--- config.mk ---
export PLATFORM = sky130hd
export DESIGN_NAME = multi_buffer_dirty_chunk_tracker
export DESIGN_NICKNAME = d
export VERILOG_FILES = /design/src/mbdc_pkg.sv /design/src/mbdc_dirty_store.sv /design/src/mbdc_cfg.sv /design/src/mbdc_ctrl.sv /design/src/multi_buffer_dirty_chunk_tracker.sv
export SDC_FILE = /design/constraint.sdc
export NUM_CORES = 1
export LEC_CHECK = 0
export ABC_CLOCK_PERIOD_IN_PS = 5920
export BUFFER_PORTS_ARGS = -buffer_cell sky130_fd_sc_hd__buf_2
export CAP_MARGIN = 20
export CORE_ASPECT_RATIO = 1.5
export CORE_MARGIN = 4
export CORE_UTILIZATION = 57
export DETAILED_ROUTE_END_ITERATION = 16
export GPL_TIMING_DRIVEN = 0
export PLACE_DENSITY = 0.79
export SLEW_MARGIN = 20
export SYNTH_ARGS = -nofsm -noshare
export SYNTH_HDL_FRONTEND = slang
export SYNTH_SLANG_ARGS = --single-unit
--- constraint.sdc ---
create_clock -name clock -period 5.92 [get_ports clock]
set_input_delay 0.888 -clock clock [delete_from_list [all_inputs] [get_ports clock]]
set_output_delay 0.888 -clock clock [all_outputs]
set_load 0.05 [all_outputs]
--- src/mbdc_pkg.sv ---
// Shared types and constants for the multi-buffer dirty chunk tracker.
// Depends on nothing; every other file of the block imports it.
`default_nettype none

package mbdc_pkg;

   // Chunk and buffer geometry.
   localparam int NUM_CHUNKS = 64;
   localparam int CHUNK_W    = $clog2(NUM_CHUNKS);
   localparam int NUM_BUFS   = 4;
   localparam int BUF_W      = $clog2(NUM_BUFS);

   // Register and result field widths.
   localparam int CFG_W    = 7;
   localparam int BUFCNT_W = 3;
   localparam int COUNT_W  = 7;
   localparam int SRC_W    = 17;
   localparam int DST_W    = 19;
   localparam int HALF_W   = 6;
   localparam int PPC_W    = 12;
   localparam int CURCC_W  = 8;

   // Upper bounds of the configuration registers.
   localparam logic [CFG_W-1:0]    CHUNK_MAX  = 7'd64;
   localparam logic [CFG_W-1:0]    BATCH_MAX  = 7'd64;
   localparam logic [CFG_W-1:0]    VERTS_MAX  = 7'd64;
   localparam logic [BUFCNT_W-1:0] BUFCNT_MAX = 3'd4;

   // Register indexes of the configuration port.
   typedef enum logic [1:0] {
      REG_CHUNK_COUNT = 2'd0,
      REG_BATCHES     = 2'd1,
      REG_VERTS       = 2'd2,
      REG_BUF_COUNT   = 2'd3
   } reg_index_type;

   // Configuration values in use, already saturated into range.
   typedef struct packed {
      logic [CFG_W-1:0]    chunk_count;
      logic [CFG_W-1:0]    batches_per_chunk;
      logic [CFG_W-1:0]    vertices_per_batch;
      logic [BUFCNT_W-1:0] buffer_count;
   } cfg_type;

   // Access to the dirty-bit store: one read and one write port.
   typedef struct packed {
      logic                rd_en;
      logic [CHUNK_W-1:0]  rd_addr;
      logic                wr_en;
      logic [CHUNK_W-1:0]  wr_addr;
      logic [NUM_BUFS-1:0] wr_data;
   } mem_req_type;

   // Sequencer states.
   typedef enum logic [2:0] {
      ST_IDLE,
      ST_MARK_WR,
      ST_REJECT,
      ST_SETUP,
      ST_BASE,
      ST_SCAN,
      ST_FLUSH
   } state_type;

endpackage

`default_nettype wire

--- src/mbdc_dirty_store.sv ---
// Dirty-bit store: one entry per chunk holding one bit per frame buffer.
// Synchronous memory with registered read; uses mbdc_pkg.
`default_nettype none

module mbdc_dirty_store
   import mbdc_pkg::*;
(
   input  wire logic                clock,
   input  wire logic                reset,
   input  wire logic                clear,
   input  wire mem_req_type         mem_req,
   output      logic [NUM_BUFS-1:0] rd_data
);

   logic [NUM_BUFS-1:0] dirty_mem [NUM_CHUNKS];
   logic [NUM_CHUNKS-1:0] valid_ff;
   logic [NUM_BUFS-1:0] rd_raw_ff;
   logic                rd_valid_ff;

   // Memory array: write port and registered read port.
   always_ff @(posedge clock) begin
      if (mem_req.wr_en) begin
         dirty_mem[mem_req.wr_addr] <= mem_req.wr_data;
      end
      if (mem_req.rd_en) begin
         rd_raw_ff <= dirty_mem[mem_req.rd_addr];
      end
   end

   // Written flags. An entry not written since reset or setup reads as all dirty.
   always_ff @(posedge clock) begin
      if (reset || clear) begin
         valid_ff    <= '0;
         rd_valid_ff <= 1'b0;
      end else begin
         if (mem_req.rd_en) begin
            rd_valid_ff <= valid_ff[mem_req.rd_addr];
         end
         if (mem_req.wr_en) begin
            valid_ff[mem_req.wr_addr] <= 1'b1;
         end
      end
   end

   assign rd_data = rd_valid_ff ? rd_raw_ff : '1;

endmodule

`default_nettype wire

--- src/mbdc_cfg.sv ---
// Configuration registers with saturation into each register's range.
// Uses mbdc_pkg; feeds the sequencer and clears the dirty-bit store on setup.
`default_nettype none

module mbdc_cfg
   import mbdc_pkg::*;
(
   input  wire logic             clock,
   input  wire logic             reset,
   input  wire logic             csr_wr_en,
   input  wire logic [1:0]       csr_index,
   input  wire logic [CFG_W-1:0] csr_wdata,
   output      cfg_type          cfg,
   output      logic             setup_clear
);

   cfg_type cfg_ff;
   cfg_type cfg_in;

   // Saturate a seven-bit value into one to the given bound.
   function automatic logic [CFG_W-1:0] sat7(logic [CFG_W-1:0] v, logic [CFG_W-1:0] hi);
      logic [CFG_W-1:0] r;
      if (v == '0) begin
         r = 7'd1;
      end else if (v > hi) begin
         r = hi;
      end else begin
         r = v;
      end
      return r;
   endfunction

   // Register write decode.
   always_comb begin
      logic [BUFCNT_W-1:0] bc;
      bc     = csr_wdata[BUFCNT_W-1:0];
      cfg_in = cfg_ff;
      if (csr_wr_en) begin
         case (reg_index_type'(csr_index))
            REG_CHUNK_COUNT: cfg_in.chunk_count        = sat7(csr_wdata, CHUNK_MAX);
            REG_BATCHES:     cfg_in.batches_per_chunk  = sat7(csr_wdata, BATCH_MAX);
            REG_VERTS:       cfg_in.vertices_per_batch = sat7(csr_wdata, VERTS_MAX);
            REG_BUF_COUNT: begin
               if (bc == '0) begin
                  cfg_in.buffer_count = 3'd1;
               end else if (bc > BUFCNT_MAX) begin
                  cfg_in.buffer_count = BUFCNT_MAX;
               end else begin
                  cfg_in.buffer_count = bc;
               end
            end
            default: cfg_in = cfg_ff;
         endcase
      end
   end

   always_ff @(posedge clock) begin
      if (reset) begin
         cfg_ff.chunk_count        <= 7'd1;
         cfg_ff.batches_per_chunk  <= 7'd1;
         cfg_ff.vertices_per_batch <= 7'd1;
         cfg_ff.buffer_count       <= 3'd1;
      end else begin
         cfg_ff <= cfg_in;
      end
   end

   assign cfg         = cfg_ff;
   // Every register index is in the list, so every write is a fresh setup.
   assign setup_clear = csr_wr_en;

endmodule

`default_nettype wire

--- src/mbdc_ctrl.sv ---
// Sequencer: mark read-modify-write, frame scan over the dirty-bit store and the
// result register. Uses mbdc_pkg; drives the store's ports.
`default_nettype none

module mbdc_ctrl
   import mbdc_pkg::*;
(
   input  wire logic                clock,
   input  wire logic                reset,
   input  wire cfg_type             cfg,
   input  wire logic                req_valid,
   output      logic                req_stall,
   input  wire logic                req_mode,
   input  wire logic [7:0]          req_chunk,
   input  wire logic [7:0]          req_buffer_index,
   output      logic                rsp_valid,
   input  wire logic                rsp_stall,
   output      logic                rsp_accepted,
   output      logic                rsp_copy_valid,
   output      logic [CHUNK_W-1:0]  rsp_chunk_index,
   output      logic [SRC_W-1:0]    rsp_source_offset,
   output      logic [DST_W-1:0]    rsp_dest_offset,
   output      logic [COUNT_W-1:0]  rsp_copied_count,
   output      logic                rsp_last,
   output      mem_req_type         mem_req,
   input  wire logic [NUM_BUFS-1:0] rd_data
);

   state_type state_ff, state_in;

   // Latched item and per-frame values.
   logic [CHUNK_W-1:0] chunk_ff;
   logic [7:0]         bidx_ff;
   logic [BUF_W-1:0]   cur_ff;
   logic [PPC_W-1:0]   ppc_ff;
   logic [CURCC_W-1:0] curcc_ff;

   // Scan position and running offsets of the chunk under test.
   logic [CHUNK_W-1:0] idx_ff;
   logic [SRC_W-1:0]   src_ff;
   logic [DST_W-1:0]   dst_ff;
   logic [COUNT_W-1:0] count_ff;

   // One copy command held back until it is known whether it is the final one.
   logic               pend_vld_ff;
   logic [CHUNK_W-1:0] pend_idx_ff;
   logic [SRC_W-1:0]   pend_src_ff;
   logic [DST_W-1:0]   pend_dst_ff;
   logic [COUNT_W-1:0] pend_cnt_ff;

   // Result register.
   logic               rsp_valid_ff;
   logic               out_acc_ff, out_cv_ff, out_last_ff;
   logic [CHUNK_W-1:0] out_idx_ff;
   logic [SRC_W-1:0]   out_src_ff;
   logic [DST_W-1:0]   out_dst_ff;
   logic [COUNT_W-1:0] out_cnt_ff;

   logic               load_out;
   logic               out_acc_in, out_cv_in, out_last_in;
   logic [CHUNK_W-1:0] out_idx_in;
   logic [SRC_W-1:0]   out_src_in;
   logic [DST_W-1:0]   out_dst_in;
   logic [COUNT_W-1:0] out_cnt_in;

   logic                req_acc, in_range, out_free, dirty, scan_hold, scan_end, scan_step;
   logic [NUM_BUFS-1:0] buf_mask;
   logic [BUF_W-1:0]    cur_calc;
   logic [HALF_W-1:0]   half_verts;
   logic [PPC_W-1:0]    ppc_calc;

   // Requested buffer reduced modulo the buffer count (one to four).
   function automatic logic [BUF_W-1:0] reduce_index(logic [7:0] idx,
                                                     logic [BUFCNT_W-1:0] cnt);
      logic [3:0] digit_sum;
      logic [2:0] fold;
      logic [1:0] rem3;
      logic [BUF_W-1:0] r;
      // Four is one modulo three, so base-four digits sum to the same residue.
      digit_sum = 4'(idx[1:0]) + 4'(idx[3:2]) + 4'(idx[5:4]) + 4'(idx[7:6]);
      fold      = 3'(digit_sum[1:0]) + 3'(digit_sum[3:2]);
      if (fold >= 3'd6) begin
         rem3 = 2'(fold - 3'd6);
      end else if (fold >= 3'd3) begin
         rem3 = 2'(fold - 3'd3);
      end else begin
         rem3 = 2'(fold);
      end
      case (cnt)
         3'd2:    r = BUF_W'(idx[0]);
         3'd3:    r = BUF_W'(rem3);
         3'd4:    r = idx[BUF_W-1:0];
         default: r = '0;
      endcase
      return r;
   endfunction

   assign req_acc  = req_valid && !req_stall;
   assign in_range = req_chunk < {1'b0, cfg.chunk_count};
   assign out_free = !rsp_valid_ff || !rsp_stall;
   assign dirty    = rd_data[cur_ff];
   // A second dirty chunk needs the held command moved out first.
   assign scan_hold = dirty && pend_vld_ff && !out_free;
   assign scan_end  = {1'b0, idx_ff} == (cfg.chunk_count - 7'd1);
   assign scan_step = (state_ff == ST_SCAN) && !scan_hold;

   assign cur_calc   = reduce_index(bidx_ff, cfg.buffer_count);
   assign half_verts = HALF_W'((cfg.vertices_per_batch + 7'd1) >> 1);
   assign ppc_calc   = PPC_W'(PPC_W'(half_verts) * PPC_W'(cfg.batches_per_chunk));

   // Buffers in use take a mark.
   always_comb begin
      for (int b = 0; b < NUM_BUFS; b++) begin
         buf_mask[b] = BUFCNT_W'(b) < cfg.buffer_count;
      end
   end

   // Next state.
   always_comb begin
      state_in = state_ff;
      case (state_ff)
         ST_IDLE: begin
            if (req_acc) begin
               if (req_mode) begin
                  state_in = ST_SETUP;
               end else if (in_range) begin
                  state_in = ST_MARK_WR;
               end else begin
                  state_in = ST_REJECT;
               end
            end
         end
         ST_MARK_WR: if (out_free) state_in = ST_IDLE;
         ST_REJECT:  if (out_free) state_in = ST_IDLE;
         ST_SETUP:   state_in = ST_BASE;
         ST_BASE:    state_in = ST_SCAN;
         ST_SCAN:    if (scan_step && scan_end) state_in = ST_FLUSH;
         ST_FLUSH:   if (out_free) state_in = ST_IDLE;
         default:    state_in = ST_IDLE;
      endcase
   end

   // Memory accesses and result loads.
   always_comb begin
      mem_req     = '0;
      load_out    = 1'b0;
      out_acc_in  = 1'b1;
      out_cv_in   = 1'b0;
      out_idx_in  = '0;
      out_src_in  = '0;
      out_dst_in  = '0;
      out_cnt_in  = '0;
      out_last_in = 1'b1;
      case (state_ff)
         ST_IDLE: begin
            if (req_acc && !req_mode && in_range) begin
               mem_req.rd_en   = 1'b1;
               mem_req.rd_addr = req_chunk[CHUNK_W-1:0];
            end
         end
         ST_MARK_WR: begin
            if (out_free) begin
               mem_req.wr_en   = 1'b1;
               mem_req.wr_addr = chunk_ff;
               mem_req.wr_data = rd_data | buf_mask;
               load_out        = 1'b1;
            end
         end
         ST_REJECT: begin
            if (out_free) begin
               load_out   = 1'b1;
               out_acc_in = 1'b0;
            end
         end
         ST_BASE: begin
            mem_req.rd_en   = 1'b1;
            mem_req.rd_addr = '0;
         end
         ST_SCAN: begin
            if (scan_step) begin
               if (dirty) begin
                  mem_req.wr_en   = 1'b1;
                  mem_req.wr_addr = idx_ff;
                  mem_req.wr_data = rd_data & ~(NUM_BUFS'(1) << cur_ff);
                  if (pend_vld_ff) begin
                     load_out    = 1'b1;
                     out_cv_in   = 1'b1;
                     out_idx_in  = pend_idx_ff;
                     out_src_in  = pend_src_ff;
                     out_dst_in  = pend_dst_ff;
                     out_cnt_in  = pend_cnt_ff;
                     out_last_in = 1'b0;
                  end
               end
               if (!scan_end) begin
                  mem_req.rd_en   = 1'b1;
                  mem_req.rd_addr = idx_ff + CHUNK_W'(1);
               end
            end
         end
         ST_FLUSH: begin
            if (out_free) begin
               load_out = 1'b1;
               if (pend_vld_ff) begin
                  out_cv_in  = 1'b1;
                  out_idx_in = pend_idx_ff;
                  out_src_in = pend_src_ff;
                  out_dst_in = pend_dst_ff;
                  out_cnt_in = pend_cnt_ff;
               end
            end
         end
         default: load_out = 1'b0;
      endcase
   end

   // Control registers.
   always_ff @(posedge clock) begin
      if (reset) begin
         state_ff     <= ST_IDLE;
         rsp_valid_ff <= 1'b0;
         pend_vld_ff  <= 1'b0;
      end else begin
         state_ff <= state_in;
         if (load_out) begin
            rsp_valid_ff <= 1'b1;
         end else if (!rsp_stall) begin
            rsp_valid_ff <= 1'b0;
         end
         if (state_ff == ST_BASE) begin
            pend_vld_ff <= 1'b0;
         end else if (scan_step && dirty) begin
            pend_vld_ff <= 1'b1;
         end
      end
   end

   // Datapath registers.
   always_ff @(posedge clock) begin
      if (req_acc) begin
         chunk_ff <= req_chunk[CHUNK_W-1:0];
         bidx_ff  <= req_buffer_index;
      end
      if (state_ff == ST_SETUP) begin
         cur_ff   <= cur_calc;
         ppc_ff   <= ppc_calc;
         curcc_ff <= CURCC_W'(CURCC_W'(cur_calc) * CURCC_W'(cfg.chunk_count));
      end
      if (state_ff == ST_BASE) begin
         dst_ff   <= DST_W'(20'(curcc_ff) * 20'(ppc_ff));
         src_ff   <= '0;
         idx_ff   <= '0;
         count_ff <= '0;
      end else if (scan_step) begin
         if (dirty) begin
            pend_idx_ff <= idx_ff;
            pend_src_ff <= src_ff;
            pend_dst_ff <= dst_ff;
            pend_cnt_ff <= count_ff + COUNT_W'(1);
            count_ff    <= count_ff + COUNT_W'(1);
         end
         if (!scan_end) begin
            idx_ff <= idx_ff + CHUNK_W'(1);
            src_ff <= src_ff + SRC_W'(ppc_ff);
            dst_ff <= dst_ff + DST_W'(ppc_ff);
         end
      end
      if (load_out) begin
         out_acc_ff  <= out_acc_in;
         out_cv_ff   <= out_cv_in;
         out_idx_ff  <= out_idx_in;
         out_src_ff  <= out_src_in;
         out_dst_ff  <= out_dst_in;
         out_cnt_ff  <= out_cnt_in;
         out_last_ff <= out_last_in;
      end
   end

   assign req_stall         = state_ff != ST_IDLE;
   assign rsp_valid         = rsp_valid_ff;
   assign rsp_accepted      = out_acc_ff;
   assign rsp_copy_valid    = out_cv_ff;
   assign rsp_chunk_index   = out_idx_ff;
   assign rsp_source_offset = out_src_ff;
   assign rsp_dest_offset   = out_dst_ff;
   assign rsp_copied_count  = out_cnt_ff;
   assign rsp_last          = out_last_ff;

endmodule

`default_nettype wire

--- src/multi_buffer_dirty_chunk_tracker.sv ---
// Top level of the multi-buffer dirty chunk tracker.
// Instantiates mbdc_cfg, mbdc_dirty_store and mbdc_ctrl; uses mbdc_pkg.
`default_nettype none

// The tracker holds one dirty bit per chunk for each frame buffer in a 64-entry
// memory, one entry per chunk with one bit per buffer. For a mark beat the
// chunk's entry is read when the beat is accepted and written back, with the
// result, in the mark-write state once the output register is free. For a
// begin-frame beat a setup state and a base state work out the buffer and
// offsets, then the scan visits one chunk per cycle through the memory's single
// read port, unless a held copy command waits on a stalled output, and a closing
// flush state issues the final result. Input is stalled until the last
// result of a beat has been loaded into the output register. After reset and
// after every register write the dirty bits read as all set at once, by
// per-entry written flags, so no clearing pass is needed.
module multi_buffer_dirty_chunk_tracker
   import mbdc_pkg::*;
(
   input  wire logic               clock,
   input  wire logic               reset,
   input  wire logic               csr_wr_en,
   input  wire logic [1:0]         csr_index,
   input  wire logic [CFG_W-1:0]   csr_wdata,
   input  wire logic               req_valid,
   output      logic               req_stall,
   input  wire logic               req_mode,
   input  wire logic [7:0]         req_chunk,
   input  wire logic [7:0]         req_buffer_index,
   output      logic               rsp_valid,
   input  wire logic               rsp_stall,
   output      logic               rsp_accepted,
   output      logic               rsp_copy_valid,
   output      logic [CHUNK_W-1:0] rsp_chunk_index,
   output      logic [SRC_W-1:0]   rsp_source_offset,
   output      logic [DST_W-1:0]   rsp_dest_offset,
   output      logic [COUNT_W-1:0] rsp_copied_count,
   output      logic               rsp_last
);

   cfg_type             cfg;
   logic                setup_clear;
   mem_req_type         mem_req;
   logic [NUM_BUFS-1:0] rd_data;

   mbdc_cfg u_cfg (
      .clock       (clock),
      .reset       (reset),
      .csr_wr_en   (csr_wr_en),
      .csr_index   (csr_index),
      .csr_wdata   (csr_wdata),
      .cfg         (cfg),
      .setup_clear (setup_clear)
   );

   mbdc_dirty_store u_store (
      .clock   (clock),
      .reset   (reset),
      .clear   (setup_clear),
      .mem_req (mem_req),
      .rd_data (rd_data)
   );

   mbdc_ctrl u_ctrl (
      .clock             (clock),
      .reset             (reset),
      .cfg               (cfg),
      .req_valid         (req_valid),
      .req_stall         (req_stall),
      .req_mode          (req_mode),
      .req_chunk         (req_chunk),
      .req_buffer_index  (req_buffer_index),
      .rsp_valid         (rsp_valid),
      .rsp_stall         (rsp_stall),
      .rsp_accepted      (rsp_accepted),
      .rsp_copy_valid    (rsp_copy_valid),
      .rsp_chunk_index   (rsp_chunk_index),
      .rsp_source_offset (rsp_source_offset),
      .rsp_dest_offset   (rsp_dest_offset),
      .rsp_copied_count  (rsp_copied_count),
      .rsp_last          (rsp_last),
      .mem_req           (mem_req),
      .rd_data           (rd_data)
   );

endmodule

`default_nettype wire

==> results.txt, run 1 <==
Library cells used by synthesis: 79
Seq cells post-synth: 540
GR met2 Demand/Resource: 0.4740
H-tree depth: 2
F_max: 0.1737 GHz
Die width: 186.8 um
Final Cycle Share: 0.9726
Share of cells above drive strength 1: 0.1194
Commonest non-fill, non-tap cell in the layout: edfxtp_1
Clock Latency Late Sink: 0.60 ns
1st-iter DRT viols: 1506
Crit Path Max Fanout: 4
Relative slew margins: 0.3312
Critical path class: register to register
Synth area leader: edfxtp_1
DP HPWL: 50900 um
HP Class: register to register
WP data arrival: 6.07 ns
CP required: 6.24 ns
Antenna Nets Post-Route: 0
Final Hold Fails: 0
Num rows: 98
GPL Wtd Cong: 0.9847
GR peak layer: met2
Wire length per cell: 21.68 um
Clock tree sinks: 540
Clock root cell: clkbuf_16
Top post-synthesis cells by area: edfxtp_1, dfxtp_1, fa_1
Hold Slack: 0.4281 ns
Pins Over Slew Limit: 0
Area grow syn2layout: 12.22%
Vias per cell: 5.959
DR vias: 18680
Max VDD drop: 280.6 uV
P per Cell Area: 284.7 nW/um2
Met1 usage: 0.2829
Number of flops mapped to enable cells by yosys: 416
Crit start category: register
Initial Util: 0.5747
Total wire length: 67960 um
Core Area: 47580 um2
Initial antenna violation count: 6
I/O Pins: 85
Max-cap violations: 0
Drt first pass iters: 6
GRT met3 Usage: 0.04168
Final Util: 0.6450
Synth warnings: 0
First-pass GRT wire length: 105400 um
Vias in the first global route: 19220
Clock Tree Buf Depth: 3
Post-Syn Instances: 2332
Hold Buf Count CTS: 0
Chip Height: 276.3 um
Number of nets in the layout: 2708
Pin count of the biggest net entering global routing: 39
Final Setup Violations: 0
Minimum clock period: 5.758 ns
CTS tree: built
Register area share after synthesis: 0.5476
PortBufs: 84
Status: finished clean
Clock Pin Slew Worst Setup and Hold Paths: 0.06 ns
DIE AREA: 51610 um2
Standby leakage power: 11.90 nW
Total GRT Usage: 0.2588
Mean Syn Cell Area: 11.73 um2
Top_reg_cell synth: edfxtp_1
Commonest cells after routing, fill and taps aside: edfxtp_1, nand2_1, inv_1
Worst Skew: 0.04011 ns
Post-Syn Area: 27340 um2
Worst-margin pin slew: 1.003 ns
CTS Buf Count: 50
Remaining DRCs: 0
Asr flop ratio synth: 0
Endpoint class of the critical path: register
Area share of the largest cell type after synthesis: 0.4569
Syn_nets: 2552
Grt ovf: 0
==> synth_stat cells (all sizes together), types with 71 or more instances <==
cell      n
edfxtp  416
nand2   309
inv     151
and2    145
nor2    137
dfxtp   124
ha      102
mux2i    93
fa       87
a21oi    76
o21ai    74
o21a     71
==> state kept, by name (all words and copies together) (netlist names), 17 cells and up <==
| signal | count |
|---|---|
| u_ctrl.rsp_dest_offset | 19 |
| u_ctrl.src_ff | 17 |
| u_cfg.cfg | 24 |
| u_store.dirty_mem | 256 |
| u_ctrl.rsp_source_offset | 17 |
| u_ctrl.dst_ff | 19 |
| u_ctrl.pend_dst_ff | 19 |
| u_store.valid_ff | 64 |
| u_ctrl.pend_src_ff | 17 |
==> repair_timing <==
item | CTS | global route
cloned | 0 | 0
buffers inserted | 4 | 6
pin swaps | 2 | 13
resized for setup | 5 | 13
endpoints found under the setup margin | 5 | 1
==> worst max-delay path: stages (launching register included) <==
cell and delay, ns:
edfxtp_1 0.35, ha_2 0.17, inv_1 0.05, fa_1 0.47, inv_1 0.06, fa_1 0.54
ha_2 0.18, fa_1 0.43, ha_2 0.21, fa_2 0.65, inv_1 0.06, o31a_1 0.31
o22ai_4 0.25, nand4b_1 0.24, a21oi_2 0.20, ha_2 0.19, inv_1 0.06, fa_2 0.41
inv_2 0.07, a21oi_2 0.05, o21bai_1 0.20, a21o_1 0.14, a21oi_1 0.07, xor2_1 0.14
==> layout make-up <==
type,count,area [um2]
inverters,151,566.8
flip-flops and latches,540,14970
clock buffers,67,1418
well taps,600,750.7
multi-input cells,1543,11410
repair buffers,104,755.7
diodes,5,12.51
plain buffers,98,510.5
fillers,3576,16890
clock inverters,27,287.8
==> where the power goes <==
group	leakage [nW]	internal, mW	switching (mW)
combinational	6.22	0.403	0.768
sequential	4.84	4.23	0.0575
clock	0.837	1.87	1.40
total	11.9	6.51	2.23
==> cell families (layout without fill, tap and decap cells) <==
family                   after synthesis  count (layout)  synth area share
AO/OA/AOI/OAI                        401             401           0.09994
XOR/XNOR                              80              80           0.02562
adder cells (fa/ha/maj)              189             189            0.1104
buffers and inverters                249             447           0.03926
flip-flops                           540             540            0.5476
multiplexers                         130             130           0.04942
other                                  0               5                 0
AND/OR/NAND/NOR                      743             743            0.1278
==> through the flow <==
| step | power [mW] | cells | cell area, um2 | setup TNS [ns] | setup WS, ns |
|---|---|---|---|---|---|
| final | 8.735 | 3135 | 30690 | 0 | 0.1622 |
| after global routing | 9.027 | 3130 | 30670 | -0.05517 | -0.05517 |
| after CTS | 8.682 | 3124 | 30580 | 0 | 0.04184 |
| after detailed placement | 5.396 | 3026 | 28830 | -1.217 | -0.5726 |
| after global placement | 5.314 | 3016 | 28510 | -675.41 | -3.772 |
| after floorplan | 5.035 | 2332 | 27340 | -3.978 | -0.03108 |
==> final timing paths <==
| check | from | endpoint | slack [ns] | depth (start not counted) |
|---|---|---|---|---|
| hold / removal | u_ctrl.idx_ff[5]$_SDFFE_PP0P_ | u_ctrl.pend_idx_ff[5]$_DFFE_PP_ | 0.43 | 0 |
| setup reg to reg | u_ctrl.bidx_ff[0]$_DFFE_PP_ | u_ctrl.curcc_ff[7]$_DFFE_PP_ | 0.16 | 23 |
| setup / recovery | u_ctrl.bidx_ff[0]$_DFFE_PP_ | u_ctrl.curcc_ff[7]$_DFFE_PP_ | 0.16 | 23 |
| hold reg to reg | u_ctrl.idx_ff[5]$_SDFFE_PP0P_ | u_ctrl.pend_idx_ff[5]$_DFFE_PP_ | 0.43 | 0 |
==> layer usage <==
metal / share of wire / wire (um)
met3: 0.062 / 4184
met2: 0.52 / 35540
met1: 0.35 / 23830
met4: 0.065 / 4395
met5: 0.00010 / 7
(Power assumes the default switching activity.)
==> run 2, diff against run 1 <==
--- a/config.mk
+++ b/config.mk
@@ -5,6 +5,7 @@
 export SDC_FILE = /design/constraint.sdc
 export NUM_CORES = 1
 export LEC_CHECK = 0
+export ABC_AREA = 1
 export ABC_CLOCK_PERIOD_IN_PS = 5920
 export BUFFER_PORTS_ARGS = -buffer_cell sky130_fd_sc_hd__buf_2
 export CAP_MARGIN = 20
@@ -17,4 +18,5 @@
 export SLEW_MARGIN = 20
 export SYNTH_ARGS = -nofsm -noshare
 export SYNTH_HDL_FRONTEND = slang
+export SYNTH_HIERARCHICAL = 1
 export SYNTH_SLANG_ARGS = --single-unit
==> results.txt, run 2 <==
Status: finished clean
Area grow syn2layout: 11.37%
PostCTS Resize Cnt: 0
Synth area leader: edfxtp_1
Clock power frac: 0.233
GRT met3 Usage: 0.03989
Chip Height: 279.1 um
Antenna Nets Post-Route: 0
Mean Syn Cell Area: 9.402 um2
Worst Hold Path Cells: 1
WP data arrival: 6.05 ns
Num rows: 99
Hold Crit Endpoint: u_ctrl/bidx_ff[3]$_DFFE_PP_
1st-iter DRT viols: 1629
Clock tree sinks: 540
CP required: 6.27 ns
Vias per cell: 5.665
Crit start category: register
Largest Register: u_store/dirty_mem
Switching fraction of total power: 0.3894
Remaining DRCs: 0
Gate power share: 0.392
I/O Pins: 85
Hold path start: req_buffer_index[3]
Met1 usage: 0.2942
Reg2reg start: u_ctrl/bidx_ff[0]$_DFFE_PP_
CTS tree: built
Post-Syn Area: 27920 um2
RSZ-0062 raised after global routing: false
HP Class: input pin to register
P per Cell Area: 434.7 nW/um2
GR met2 Demand/Resource: 0.5297
Final Cycle Share: 0.9637
Clock Latency Late Sink: 0.61 ns
Minimum clock period: 5.705 ns
Total wire length: 77730 um
Final Setup Violations: 0
DR vias: 21590
DIE AREA: 52670 um2
Crit path from: u_ctrl/bidx_ff[0]$_DFFE_PP_
Asr flop ratio synth: 0
Vias in the first global route: 21660
Seq pwr share: 0.374
R2r setup slk: 0.21 ns
Commonest cells after routing, fill and taps aside: nand2_1, nor2_1, edfxtp_1
Seq cells post-synth: 540
Share of cells above drive strength 1: 0.08687
Hold Buf Count CTS: 0
Pins Over Slew Limit: 0
Most frequent cell after synthesis: nand2_1
Setup Buffers After CTS: 0
Top cells by count, synth: nand2_1, nor2_1, edfxtp_1
Syn_nets: 3191
Largest register FFs: 256
Drt first pass iters: 6
Sw Pwr: 5.263 mW
Wire length per cell: 20.40 um
First-pass GRT wire length: 118200 um
Relative slew margins: 0.2990
CTS Buf Count: 50
Reg-to-Reg End: u_ctrl/curcc_ff[7]$_DFFE_PP_
Die width: 188.7 um
DP HPWL: 58580 um
PnR worst setup slack: 0.2149 ns
Max VDD drop: 296.1 uV
Clock root cell: clkbuf_16
Initial antenna violation count: 2
Design internal power: 8.254 mW
Initial Util: 0.5751
Pin count of the biggest net entering global routing: 54
Final Power: 13.52 mW
Post-Syn Instances: 2970
Number of nets in the layout: 3338
Pre-CTS setup slack: 0.09996 ns
Total GRT Usage: 0.2906
Top post-synthesis cells by area: edfxtp_1, dfxtp_1, nand2_1
Core Area: 48560 um2
Area share of the largest cell type after synthesis: 0.4474
Endpoint class of the critical path: register
Standby leakage power: 13.09 nW
GPL Wtd Cong: 0.9777
Library cells used by synthesis: 52
Worst-margin pin slew: 1.049 ns
Clock Pin Slew Worst Setup and Hold Paths: 0.07 ns
Grt ovf: 0
PortBufs: 83
Max-cap violations: 0
Number of flops mapped to enable cells by yosys: 416
Register area share after synthesis: 0.5363
Top_reg_cell synth: edfxtp_1
Critical path class: register to register
H-tree depth: 2
F_max: 0.1753 GHz
Clock Tree Buf Depth: 3
Crit Path Max Fanout: 7
Final Hold Fails: 0
GR peak layer: met2
Worst Skew: 0.01801 ns
Synth warnings: 6
Worst r2r path cells: 27
Commonest non-fill, non-tap cell in the layout: nand2_1
run 2: critical path, cell delays in order, from the launching register on:
cell	delay, ns
edfxtp_1	0.40
ha_1	0.16
inv_1	0.05
fa_1	0.49
inv_1	0.06
fa_1	0.48
ha_1	0.14
inv_1	0.05
fa_1	0.47
inv_1	0.05
ha_1	0.18
fa_1	0.52
ha_1	0.22
o21ai_0	0.26
nand2_1	0.11
xor2_1	0.16
nand2_1	0.06
nand2_1	0.14
inv_2	0.17
nor2_1	0.06
ha_1	0.22
fa_1	0.42
nand3_1	0.12
nand2_1	0.10
nand2_1	0.07
nand2_1	0.05
a21oi_1	0.15
xor2_1	0.10
run 2: worst max path at each step:
stage / endpoint / slack, ns / depth (start not counted)
finish: u_ctrl/curcc_ff[7]$_DFFE_PP_ / 0.21 / 27
detailed placement: u_ctrl/curcc_ff[7]$_DFFE_PP_ / 0.1 / 28
global route: u_ctrl/curcc_ff[6]$_DFFE_PP_ / 0.02 / 26
floorplan: u_ctrl/curcc_ff[7]$_DFFE_PP_ / 0.89 / 28
global placement: u_store/dirty_mem[16][0]$_DFFE_PP_ / -2.31 / 4
CTS: u_ctrl/curcc_ff[6]$_DFFE_PP_ / 0.005 / 26
run 2: power by group through the flow:
stage / sequential [mW] / clock (mW) / combinational, mW
2_1_floorplan: 5.66 / 0 / 3.15
3_3_place_gp: 5.22 / 0 / 4.82
4_1_cts: 5.06 / 3.21 / 5.26
3_5_place_dp: 5.14 / 0 / 5.22
5_1_grt: 5.09 / 3.37 / 5.87
6_report: 5.06 / 3.16 / 5.30
run 2: through the flow:
stage	cell area (um2)	TNS, ns	std cells	hold slack, ns	utilization
4_1_cts	31090	0	3810	0.4208	0.6403
3_5_place_dp	29490	0	3721	0.4449	0.6074
2_1_floorplan	27920	0	2970	0.4307	-
6_report	31100	0	3811	0.4549	0.6404
3_3_place_gp	29160	-304.24	3709	0.4387	0.6005
5_1_grt	31090	0	3810	0.4245	0.6404
run 2: area by class of cell:
type | instances | area (um2)
fill | 3872 | 17460
sequential | 540 | 14970
multi-input combinational | 1953 | 11020
clock buffer | 68 | 1431
inverter | 361 | 1370
tap | 656 | 820.8
timing repair buffer | 95 | 671.9
buffer | 116 | 635.6
clock inverter | 21 | 166.4
antenna | 1 | 2.502
run 2: logic make-up after synthesis:
logic type / synth area share
buf+inv: 0.07174
compound gates: 0.07998
flops: 0.5363
xor+xnor: 0.01564
fa+ha+maj: 0.1085
simple gates: 0.1878
run 2: metal layers:
| metal | vias up | wire, um | share of wire |
|---|---|---|---|
| met4 | 0 | 7825 | 0.10 |
| met3 | 352 | 4676 | 0.060 |
| li1 | 10070 | - | - |
| met1 | 10190 | 25270 | 0.33 |
| met2 | 976 | 39960 | 0.51 |
| met5 | - | 0 | 0 |
